==> config.mk <==
export PLATFORM = sky130hd
export DESIGN_NAME = hts_queue
export DESIGN_NICKNAME = d
export VERILOG_FILES = /design/src/design/hts_pkg.sv /design/src/design/hts_queue.sv
export SDC_FILE = /design/constraint.sdc
export NUM_CORES = 1
export LEC_CHECK = 0
export BUFFER_PORTS_ARGS = -buffer_cell sky130_fd_sc_hd__buf_2
export CAP_MARGIN = 20
export CORE_UTILIZATION = 27
export DETAILED_ROUTE_END_ITERATION = 12
export GPL_TIMING_DRIVEN = 0
export SLEW_MARGIN = 20
export SYNTH_ARGS = -nofsm -noshare
export SYNTH_HDL_FRONTEND = slang
export SYNTH_SLANG_ARGS = --single-unit
export TNS_END_PERCENT = 50
==> constraint.sdc <==
create_clock -name clock -period 4.5 [get_ports clock]
set_input_delay 0 -clock clock [delete_from_list [all_inputs] [get_ports clock]]
set_output_delay 0 -clock clock [all_outputs]
set_load 0.005 [all_outputs]
==> src/design/hts_pkg.sv <==
// ----------------------------------------------------------------------------
// hts_pkg
// Shared types, field widths, register indexes and defaults of the heightmap
// triangle sampler.
// ----------------------------------------------------------------------------
package hts_pkg;

   // Parameter defaults
   localparam int DEF_MAX_CELLS_X = 64;
   localparam int DEF_MAX_CELLS_Y = 64;
   localparam int DEF_FRAC_BITS   = 16;

   // Fixed field widths
   localparam int POS_W    = 22;
   localparam int VERT_W   = 7;
   localparam int HEIGHT_W = 8;
   localparam int Z_W      = 24;
   localparam int GRID_W   = 7;
   localparam int SCALE_W  = 16;

   // Register port
   localparam int CSR_ADDR_W = 4;
   localparam int CSR_DATA_W = 32;
   localparam int REG_IDX_W  = 2;

   localparam logic [REG_IDX_W-1:0] REG_GRID_X = 2'd0;
   localparam logic [REG_IDX_W-1:0] REG_GRID_Y = 2'd1;
   localparam logic [REG_IDX_W-1:0] REG_SCALE  = 2'd2;

   localparam logic [GRID_W-1:0]  GRID_X_RESET = 7'd64;
   localparam logic [GRID_W-1:0]  GRID_Y_RESET = 7'd64;
   localparam logic [SCALE_W-1:0] SCALE_RESET  = 16'd3277;

   // Operation codes of an input item
   localparam logic OP_WRITE  = 1'b0;
   localparam logic OP_SAMPLE = 1'b1;

   // Command queue between front and back
   localparam int QUEUE_DEPTH = 2;

   typedef enum logic [1:0] {
      CMD_WRITE,
      CMD_SAMPLE,
      CMD_OFF_MAP
   } cmd_kind_type;

   typedef struct packed {
      cmd_kind_type          kind;
      logic                  tri_upper;
      logic [POS_W-1:0]      pos_x;
      logic [POS_W-1:0]      pos_y;
      logic [VERT_W-1:0]     vert_col;
      logic [VERT_W-1:0]     vert_row;
      logic [HEIGHT_W-1:0]   vert_height;
   } cmd_type;

   typedef enum logic [2:0] {
      B_IDLE,
      B_RD1,
      B_RD2,
      B_ACC,
      B_SCALE
   } back_state_type;

endpackage

==> src/design/hts_queue.sv <==
// ----------------------------------------------------------------------------
// hts_queue
// Short command FIFO decoupling the classifying front from the back end.
// ----------------------------------------------------------------------------
module hts_queue import hts_pkg::*; #(
   parameter int DEPTH = QUEUE_DEPTH
) (
   input  logic    clock,
   input  logic    reset,
   input  logic    push,
   input  cmd_type push_cmd,
   output logic    full,
   input  logic    pop,
   output logic    valid,
   output cmd_type pop_cmd
);

   localparam int PTR_W = (DEPTH > 1) ? $clog2(DEPTH) : 1;
   localparam int CNT_W = $clog2(DEPTH + 1);

   cmd_type             slot_ff [DEPTH];
   logic [PTR_W-1:0]    wr_ptr_ff, wr_ptr_in;
   logic [PTR_W-1:0]    rd_ptr_ff, rd_ptr_in;
   logic [CNT_W-1:0]    count_ff, count_in;

   assign full    = (count_ff == CNT_W'(DEPTH));
   assign valid   = (count_ff != '0);
   assign pop_cmd = slot_ff[rd_ptr_ff];

   // Advance pointers and fill count
   always_comb begin
      wr_ptr_in = wr_ptr_ff;
      rd_ptr_in = rd_ptr_ff;
      count_in  = count_ff;
      if (push) begin
         wr_ptr_in = (wr_ptr_ff == PTR_W'(DEPTH - 1)) ? '0 : wr_ptr_ff + 1'b1;
      end
      if (pop) begin
         rd_ptr_in = (rd_ptr_ff == PTR_W'(DEPTH - 1)) ? '0 : rd_ptr_ff + 1'b1;
      end
      if (push && !pop) begin
         count_in = count_ff + 1'b1;
      end else if (pop && !push) begin
         count_in = count_ff - 1'b1;
      end
   end

   always_ff @(posedge clock) begin
      if (reset) begin
         wr_ptr_ff <= '0;
         rd_ptr_ff <= '0;
         count_ff  <= '0;
      end else begin
         wr_ptr_ff <= wr_ptr_in;
         rd_ptr_ff <= rd_ptr_in;
         count_ff  <= count_in;
      end
   end

   // Store the pushed command
   always_ff @(posedge clock) begin
      if (push) begin
         slot_ff[wr_ptr_ff] <= push_cmd;
      end
   end

endmodule

==> key figures <==
CTS
  • Num CTS Buffers: 17
  • Maximum clock path buffer count: 2
  • Number of H-tree levels: 4
  • CTS tree: yes
  • Clock transition at path regs: 0.06 ns
  • Skew-Pair Late Insertion Delay: 0.41 ns
  • Clock sinks: 143
  • Postcts setup bufs: 0
  • Cts repair resizes: 0
  • Root buffer cell: clkbuf_16

Final layout
  • Layout cells sized above 1: 52.5%
  • Multi-input logic area: 928 sq um
  • N_diodes: 0
  • Fillers: 1724
  • Storage element area: 4240 sq um
  • Nets@finish: 549
  • Final Core Density: 41.0%
  • Final instance area: 7730 sq um
  • Post-Layout Cell Count: 748
  • Area Overhead vs Synth: 47.8%

Logic synthesis
  • Area leader, netlist: edfxtp_1
  • Main combinational cell family by area after synthesis: multiplexers
  • Synth top area cells: edfxtp_1 (79%), mux2_2 (13%), mux2_4 (2.9%)
  • Synth Area in Compound Gates: 0.191%
  • Sequential-to-total area share from yosys stat: 81.2%
  • Simple-gate share of the synthesized area: 0.885%
  • Post-synth top cells: edfxtp_1 (138), mux2_2 (59), mux2_4 (10)
  • Synth Area per Inst: 22.1 sq um
  • Syn_nets: 311
  • Post-synth ARST share: 0%
  • Post-synthesis adder-cell area fraction: 0.239%
  • Netlist cell types: 18
  • Most numerous cell in the Yosys netlist: edfxtp_1
  • Top_reg_cell synth: edfxtp_1
  • Ys Warns: 0
  • Post-synth EDFFs: 138
  • Post-Syn Area: 5230 sq um
  • Mux share of post-synthesis cell area: 15.6%
  • Synth Area in XOR/XNOR: 0.670%
  • Share of the synthesized area in the top cell type: 79.3%
  • Post-Syn Instances: 237
  • #FFs+latches synth: 143

Pwr
  • Static Leak: 2.95 nW
  • Max VDD drop: 0.236 mV
  • Total Power: 3.42 mW
  • PwrDens: 442 nW/um^2
  • Seq pwr share: 46.0%
  • Int Pwr: 2.70 mW
  • Gate power share: 10.9%
  • Clock power share: 43.1%
  • Switch Pwr: 0.723 mW
  • Switch share: 21.2%

Placed design
  • Routability Congestion: 0.664
  • Input/output buffers: 143
  • Placed cell area: 6390 sq um
  • Post-placement setup slack: 2.94 ns
  • Dpl cells: 644
  • Hpwl dp: 6860 um

Setup path
  • CP max FO: 10
  • Startpoint types: register
  • Crit end category: output port
  • Slowest library cell on the worst path: dfxtp_1
  • Arrival @ worst endpoint: 1.65 ns
  • Critical path's largest stage delay: 0.32 ns
  • Critical path, cell by cell: buf_6, buf_6, buf_8, mux2_4, buf_2
  • Crit path kind: register to output port
  • Most frequent CP cell: buf_6
  • Req. time, crit path: 4.50 ns

Routing
  • Drt first-iter violations: 106
  • Mean routed wirelength per cell: 14.1 um
  • Vias per inst: 3.99
  • # DRC: 0
  • DRT Wirelength: 10500 um
  • Total number of vias: 2985
  • Final ANT Viol Nets: 0
  • First-pass DRT Iterations: 4

Floorplan
  • Initial core utilization: 27.8%
  • Core region area: 18800 sq um
  • Die width: 141 um
  • Ports: 144
  • FP Rows: 50
  • Die area: 19900 sq um
  • Die Height: 141 um

Timing
  • Tmin final: 1.65 ns
  • Max-slew violation count: 0
  • Final setup violation count: 0
  • Max frequency: 0.606 GHz
  • Final Skew: 0.00906 ns
  • Unrepaired setup endpoints after global routing: no
  • Slack of the critical path: 2.85 ns
  • Final worst-path cycle share: 36.7%
  • Setup TNS: 0 ns
  • Worst hold margin: 0.117 ns
  • Slew HR: 66.9%
  • Actual slew at the worst max-slew pin: 0.496 ns
  • Final Hold Viols: 0

Global routing
  • GRT overflow: 0
  • Global-route wire length before repair: 16800 um
  • Vias in the first global route: 3299
  • Largest net degree at the start of global routing: 42
  • Total Routing Usage GR: 11.3%
  • Initial antenna violation count: 0

Min path
  • HP Class: input port to register

Run status
  • Status: finished, final reports clean

Run
  • Max Cap Viol: 0
## final cells by class
type / count / area share [%]
Sequential cell: 143 / 54.9
Clock buffer: 18 / 5.55
Tap cell: 260 / 4.21
Clock inverter: 14 / 2.44
Multi-Input combinational cell: 85 / 12.0
Inverter: 1 / 0.0486
Timing Repair Buffer: 219 / 20.0
Buffer: 8 / 0.809
## path summary, 6_finish.rpt
kind	cells past startpoint	endpoint	slack, ns	start
max reg2reg	3	slot_ff[0][46]	2.97	wr_ptr_ff
min	4	count_ff[0]	0.12	push
max	5	pop_cmd[45]	2.85	register
min reg2reg	2	rd_ptr_ff	0.53	rd_ptr_ff
## power by group through the flow
stage	sequential [mW]	clock (mW)	combinational, mW
CTS	1.57	1.52	0.384
global route	1.58	1.58	0.410
finish	1.57	1.47	0.373
floorplan	1.60	0	0.166
global placement	1.61	0	0.304
detailed placement	1.60	0	0.333
## routing by layer
layer	routed length [um]	GRT usage (%)
met1	4450	12.9
met2	5400	19.1
met3	546	3.91
met4	141	4.63
met5	0	0
## registers in the layout, indices dropped and copies added, names as in the netlist, named ones only
name and flops:
wr_ptr_ff 1, count_ff 2, slot_ff 138, rd_ptr_ff 1
## cells in the final DEF, fill, tap and decap left out, types with 2 or more instances in the layout
master / instances
mux2_4: 10
clkinv_4: 2
dlygate4sd3_1: 72
clkbuf_16: 17
mux2_2: 59
clkinv_2: 2
buf_6: 2
xor2_1: 2
bufinv_16: 4
buf_16: 4
edfxtp_1: 138
inv_6: 3
clkinv_1: 2
nor2_1: 4
buf_2: 148
xnor2_1: 2
dfxtp_1: 5
## cells by family (layout without fill, tap and decap cells)
group | Yosys count | in the layout
flip-flops | 143 | 143
multiplexers | 69 | 69
AND/OR/NAND/NOR | 9 | 9
buffers and inverters | 9 | 260
XOR/XNOR | 4 | 4
AO/OA/AOI/OAI | 2 | 2
adder cells (fa/ha/maj) | 1 | 1
## critical path, delay by kind of cell (launching register included)
kind / cells / cell delay (ns)
DFF: 1 / 0.32
muxes: 1 / 0.30
buffers and inverters: 4 / 0.62
## repair_timing
action | in CTS | in global routing
endpoints found under the setup margin | 0 | 0
hold buffers | 72 | 0
hold endpoints to repair | 143 | 0
(Power assumes the default switching activity.)
