### src/design/hts_pkg.sv
// ----------------------------------------------------------------------------
// hts_pkg
// Shared types, field widths, register indexes and defaults of the heightmap
// triangle sampler.
// ----------------------------------------------------------------------------
package hts_pkg;

   // Parameter defaults
   localparam int DEF_MAX_CELLS_X = 64;
   localparam int DEF_MAX_CELLS_Y = 64;
   localparam int DEF_FRAC_BITS   = 16;

   // Fixed field widths
   localparam int POS_W    = 22;
   localparam int VERT_W   = 7;
   localparam int HEIGHT_W = 8;
   localparam int Z_W      = 24;
   localparam int GRID_W   = 7;
   localparam int SCALE_W  = 16;

   // Register port
   localparam int CSR_ADDR_W = 4;
   localparam int CSR_DATA_W = 32;
   localparam int REG_IDX_W  = 2;

   localparam logic [REG_IDX_W-1:0] REG_GRID_X = 2'd0;
   localparam logic [REG_IDX_W-1:0] REG_GRID_Y = 2'd1;
   localparam logic [REG_IDX_W-1:0] REG_SCALE  = 2'd2;

   localparam logic [GRID_W-1:0]  GRID_X_RESET = 7'd64;
   localparam logic [GRID_W-1:0]  GRID_Y_RESET = 7'd64;
   localparam logic [SCALE_W-1:0] SCALE_RESET  = 16'd3277;

   // Operation codes of an input item
   localparam logic OP_WRITE  = 1'b0;
   localparam logic OP_SAMPLE = 1'b1;

   // Command queue between front and back
   localparam int QUEUE_DEPTH = 2;

   typedef enum logic [1:0] {
      CMD_WRITE,
      CMD_SAMPLE,
      CMD_OFF_MAP
   } cmd_kind_type;

   typedef struct packed {
      cmd_kind_type          kind;
      logic                  tri_upper;
      logic [POS_W-1:0]      pos_x;
      logic [POS_W-1:0]      pos_y;
      logic [VERT_W-1:0]     vert_col;
      logic [VERT_W-1:0]     vert_row;
      logic [HEIGHT_W-1:0]   vert_height;
   } cmd_type;

   typedef enum logic [2:0] {
      B_IDLE,
      B_RD1,
      B_RD2,
      B_ACC,
      B_SCALE
   } back_state_type;

endpackage

### src/design/hts_req_if.sv
// ----------------------------------------------------------------------------
// hts_req_if
// Input item channel: valid/ready handshake with write and sample fields.
// ----------------------------------------------------------------------------
interface hts_req_if import hts_pkg::*; ();
   logic                  valid;
   logic                  ready;
   logic                  operation;
   logic [POS_W-1:0]      pos_x;
   logic [POS_W-1:0]      pos_y;
   logic [VERT_W-1:0]     vert_col;
   logic [VERT_W-1:0]     vert_row;
   logic [HEIGHT_W-1:0]   vert_height;

   modport source (output valid, operation, pos_x, pos_y, vert_col, vert_row,
                   vert_height, input ready);
   modport sink   (input valid, operation, pos_x, pos_y, vert_col, vert_row,
                   vert_height, output ready);
endinterface

### src/design/hts_front.sv
// ----------------------------------------------------------------------------
// hts_front
// Accepts input items and classifies them: in-grid vertex writes, samples on
// the map (with triangle choice) and samples off the map. Drops writes that
// fall outside the active grid.
// ----------------------------------------------------------------------------
module hts_front import hts_pkg::*; #(
   parameter int FRAC_BITS = DEF_FRAC_BITS
) (
   hts_req_if.sink            req,
   input  logic [GRID_W-1:0]  grid_x,
   input  logic [GRID_W-1:0]  grid_y,
   input  logic               q_full,
   output logic               push,
   output cmd_type            push_cmd
);

   logic [POS_W-1:0]     cell_x;
   logic [POS_W-1:0]     cell_y;
   logic [FRAC_BITS-1:0] frac_x;
   logic [FRAC_BITS-1:0] frac_y;
   logic                 write_in_grid;
   logic                 sample_off;

   assign req.ready = !q_full;

   // Split position into cell index and fraction
   assign cell_x = req.pos_x >> FRAC_BITS;
   assign cell_y = req.pos_y >> FRAC_BITS;
   assign frac_x = FRAC_BITS'(req.pos_x);
   assign frac_y = FRAC_BITS'(req.pos_y);

   assign write_in_grid = (req.vert_col <= grid_x) && (req.vert_row <= grid_y);
   assign sample_off    = (cell_x >= POS_W'(grid_x)) || (cell_y >= POS_W'(grid_y));

   // Classify the item
   always_comb begin
      push_cmd.tri_upper   = !(frac_x > frac_y);
      push_cmd.pos_x       = req.pos_x;
      push_cmd.pos_y       = req.pos_y;
      push_cmd.vert_col    = req.vert_col;
      push_cmd.vert_row    = req.vert_row;
      push_cmd.vert_height = req.vert_height;
      if (req.operation == OP_WRITE) begin
         push_cmd.kind = CMD_WRITE;
      end else if (sample_off) begin
         push_cmd.kind = CMD_OFF_MAP;
      end else begin
         push_cmd.kind = CMD_SAMPLE;
      end
   end

   // Drop writes outside the grid
   assign push = req.valid && !q_full &&
                 ((req.operation == OP_SAMPLE) || write_in_grid);

endmodule

### src/flat_wrapper.sv
// flat-port wrapper written by rule: the top's interface ports become plain ports
module hts_front_flat import hts_pkg::*;
#(
   parameter int FRAC_BITS = DEF_FRAC_BITS
)
  (grid_x, grid_y, q_full, push, push_cmd, req_valid, req_operation, req_pos_x, req_pos_y, req_vert_col, req_vert_row, req_vert_height, req_ready);
  hts_req_if req_i ();
  input  logic [GRID_W-1:0] grid_x;
  input  logic [GRID_W-1:0] grid_y;
  input  logic q_full;
  output logic push;
  output cmd_type push_cmd;
  input wire logic [$bits(req_i.valid)-1:0] req_valid;
  input wire logic [$bits(req_i.operation)-1:0] req_operation;
  input wire logic [$bits(req_i.pos_x)-1:0] req_pos_x;
  input wire logic [$bits(req_i.pos_y)-1:0] req_pos_y;
  input wire logic [$bits(req_i.vert_col)-1:0] req_vert_col;
  input wire logic [$bits(req_i.vert_row)-1:0] req_vert_row;
  input wire logic [$bits(req_i.vert_height)-1:0] req_vert_height;
  output wire logic [$bits(req_i.ready)-1:0] req_ready;
  assign req_i.valid = req_valid;
  assign req_i.operation = req_operation;
  assign req_i.pos_x = req_pos_x;
  assign req_i.pos_y = req_pos_y;
  assign req_i.vert_col = req_vert_col;
  assign req_i.vert_row = req_vert_row;
  assign req_i.vert_height = req_vert_height;
  assign req_ready = req_i.ready;
  hts_front #(.FRAC_BITS(FRAC_BITS)) u_core (.req(req_i), .grid_x(grid_x), .grid_y(grid_y), .q_full(q_full), .push(push), .push_cmd(push_cmd));
endmodule
### config.mk
export PLATFORM = sky130hd
export DESIGN_NAME = hts_front_flat
export DESIGN_NICKNAME = d
export VERILOG_FILES = /design/src/design/hts_pkg.sv /design/src/design/hts_req_if.sv /design/src/design/hts_front.sv /design/src/flat_wrapper.sv
export SDC_FILE = /design/constraint.sdc
export NUM_CORES = 1
export LEC_CHECK = 0
export BUFFER_PORTS_ARGS = -buffer_cell sky130_fd_sc_hd__buf_4
export CAP_MARGIN = 20
export CORE_MARGIN = 4
export CORE_UTILIZATION = 30
export DETAILED_ROUTE_END_ITERATION = 10
export PLACE_DENSITY = 0.77
export SLEW_MARGIN = 10
export SYNTH_ARGS = -nofsm -noshare
export SYNTH_HDL_FRONTEND = slang
export SYNTH_SLANG_ARGS = --single-unit
### constraint.sdc
create_clock -name vclk -period 4.55
set_input_delay 0.6825 -clock vclk [all_inputs]
set_output_delay 0.6825 -clock vclk [all_outputs]
set_load 0.01 [all_outputs]
==> impl_metrics.toml <==
[status]
status = "complete, no violations"

[worst_setup_path]
cp_max_fo = 2
cp_data_arrival_time_ps = 2160
startpoint_type = "input pin"
cp.required_ps = 3870
worst-setup-path-type = "in2out"
crit_path_end_kind = "primary output"

[final_layout]
ff_latch_area_sq_um = 0
finish.utilization_pct = 44.5
drive_gt1_share_pct = 49.3
seq_cell_count = 0
fill_cells = 504
final_area_sq_um = 2160
stdcell_count = 349
clock_buffers = 0
layout.nets = 409
n_antenna_cell = 0
syn_to_final_growth_pct = 40.7

[timing]
fin_setup_tns_ps = 0
worstMarginPinSlew_ps = 385
finalCritPeriodShare_pct = 62.5
final-hold-violation-count = 0
period_minus_slack_ps = 2850
fmax_ghz = 0.351
rsz0062_at_grt = "false"
maxSlewHeadroom_pct = 73.7
drv_slew = 0
setup_viol_count_final = 0

[drt]
drt_wl_total_microns = 4070
firstDrtPassIters = 3
drc = 0
drt_iter0_drc = 7
vias_per_cell = 4.28
ant_nets = 0
dr_total_vias = 1495
routedWlPerCell_microns = 11.7

[pwr]
p_leak_uw = 0.00131
ir_drop_mv = 0.0454
p_switching_uw = 88.0
pwr-share-clk_pct = 0
power_frac_comb_pct = 100.0
p_int_uw = 116
switching_share_pct = 43.0
power_density_nw_per_um2 = 94.8
p_seq_share_pct = 0

[synth]
synth.largest_area_cell = "ha_1"
yosysSeqAreaShare_pct = 0
synth_common_cells = "66 x buf_4, 42 x ha_1, 37 x inv_1, 13 x a21oi_1, 9 x nand2_1"
synth.area.top_cells = "ha_1 34%, buf_4 32%, inv_1 9.1%"
synth_most_common_cell = "buf_4"
yosys_warnings = 0
syn_area_sq_um = 1530
avgSynthCellArea_sq_um = 7.30
synth_top_area_share_pct = 34.3
syn-instance-count = 210
yosysUniqueCellTypes = 25
postSynthNetCount = 335

[placement]
placed_area_sq_um = 2160
portBuffers = 138
place_inst = 349
dp_hpwl_microns = 3930
routabilityCongestion = 0.844

[floorplanning]
num_rows = 25
ios = 154
die_w_microns = 79.5
core_sq_um = 4850
dieArea_sq_um = 6320
initial_core_util_pct = 31.6
die_h_microns = 79.5

[global_route]
antenna_found_initial = 0
grt_pass1_wl_microns = 6210
track_usage_pct = 11.6
grt_start_max_net_pins = 4
grt_pass1_vias = 1539
grt_overflow_total = 0

[clock_tree]
post_cts_buffers = 0
cts_resized = 0
ctsHoldBuffers = 0

[hold_path]
min_path_cells = 0
holdPathEnd = "push_cmd[0]"
hp-start = "req_vert_height[0]"
hp-class = "in2out"

[run]
cap_violations = 0
worst max path at each step:
stage | startpoint | endpoint | slack, ps | cells past startpoint
after global routing | grid_y[1] | push | 1500 | 9
after CTS | grid_y[1] | push | 1710 | 9
after global placement | req_pos_x[16] | push_cmd[67] | 1730 | 9
after floorplan | grid_y[1] | push | 1940 | 7
final | grid_y[1] | push | 1700 | 9
after detailed placement | grid_y[1] | push | 1710 | 9
through the flow:
step,power [uW],hold slack (ps),setup slack (ps)
floorplan,128,1410,1940
global placement,202,1370,1730
detailed placement,206,1370,1710
CTS,207,1370,1710
global route,229,1370,1500
finish,204,1370,1700
cells in the final DEF, fill, tap and decap left out:
cell | Yosys | layout
o21ai_0 | 6 | 6
o22ai_1 | 1 | 1
a211oi_2 | 1 | 1
nor2_1 | 5 | 5
buf_4 | 66 | 138
nand3_1 | 4 | 4
o2111a_1 | 1 | 1
nand2_1 | 9 | 9
a211o_1 | 1 | 1
nand4_1 | 5 | 5
a2111oi_0 | 1 | 1
o21ai_1 | 1 | 1
a2bb2oi_1 | 1 | 1
a21o_1 | 5 | 5
and2_1 | 1 | 1
inv_1 | 37 | 37
a221o_1 | 1 | 1
nor2b_1 | 2 | 2
nor3b_1 | 1 | 1
nor4_1 | 1 | 1
a21oi_1 | 13 | 13
ha_1 | 42 | 42
nand2b_1 | 2 | 2
nor3_1 | 1 | 1
a211oi_1 | 2 | 2
worst max-delay path, cell delays in order:
cell	delay (ps)
buf_4	100
inv_1	70
ha_1	240
nor2b_1	130
o21ai_1	110
a21oi_1	80
a2111oi_0	390
a2bb2oi_1	210
buf_4	140
power by group through the flow:
stage | clock network (uW) | logic (uW) | registers [uW]
5_1_grt | 0 | 229 | 0
6_report | 0 | 204 | 0
3_5_place_dp | 0 | 206 | 0
3_3_place_gp | 0 | 202 | 0
2_1_floorplan | 0 | 128 | 0
4_1_cts | 0 | 207 | 0
metal layers:
layer / vias to the layer above / share of wire, % / track usage (%)
met2: 57 / 59 / 25.4
met1: 655 / 34 / 11.6
li1: 781 / - / -
met4: 0 / 0.56 / 0.687
met3: 2 / 6.6 / 1.35
met5: - / 0 / 0
cell type report:
cell class                      instances  area [sq um]  area share, %
Tap cell                               67          83.8           3.89
Multi-Input combinational cell        107           898           41.6
Timing Repair Buffer                  138          1040           48.0
Inverter                               37           139           6.44
kinds of logic (layout without fill, tap and decap cells):
logic type	after synthesis	count (layout)	synth area share [%]
simple gates	31	31	10.0
buf+inv	103	175	41.4
fa+ha+maj	42	42	34.3
compound gates	34	34	14.3
No activity file was read; power rests on OpenSTA's default activity.
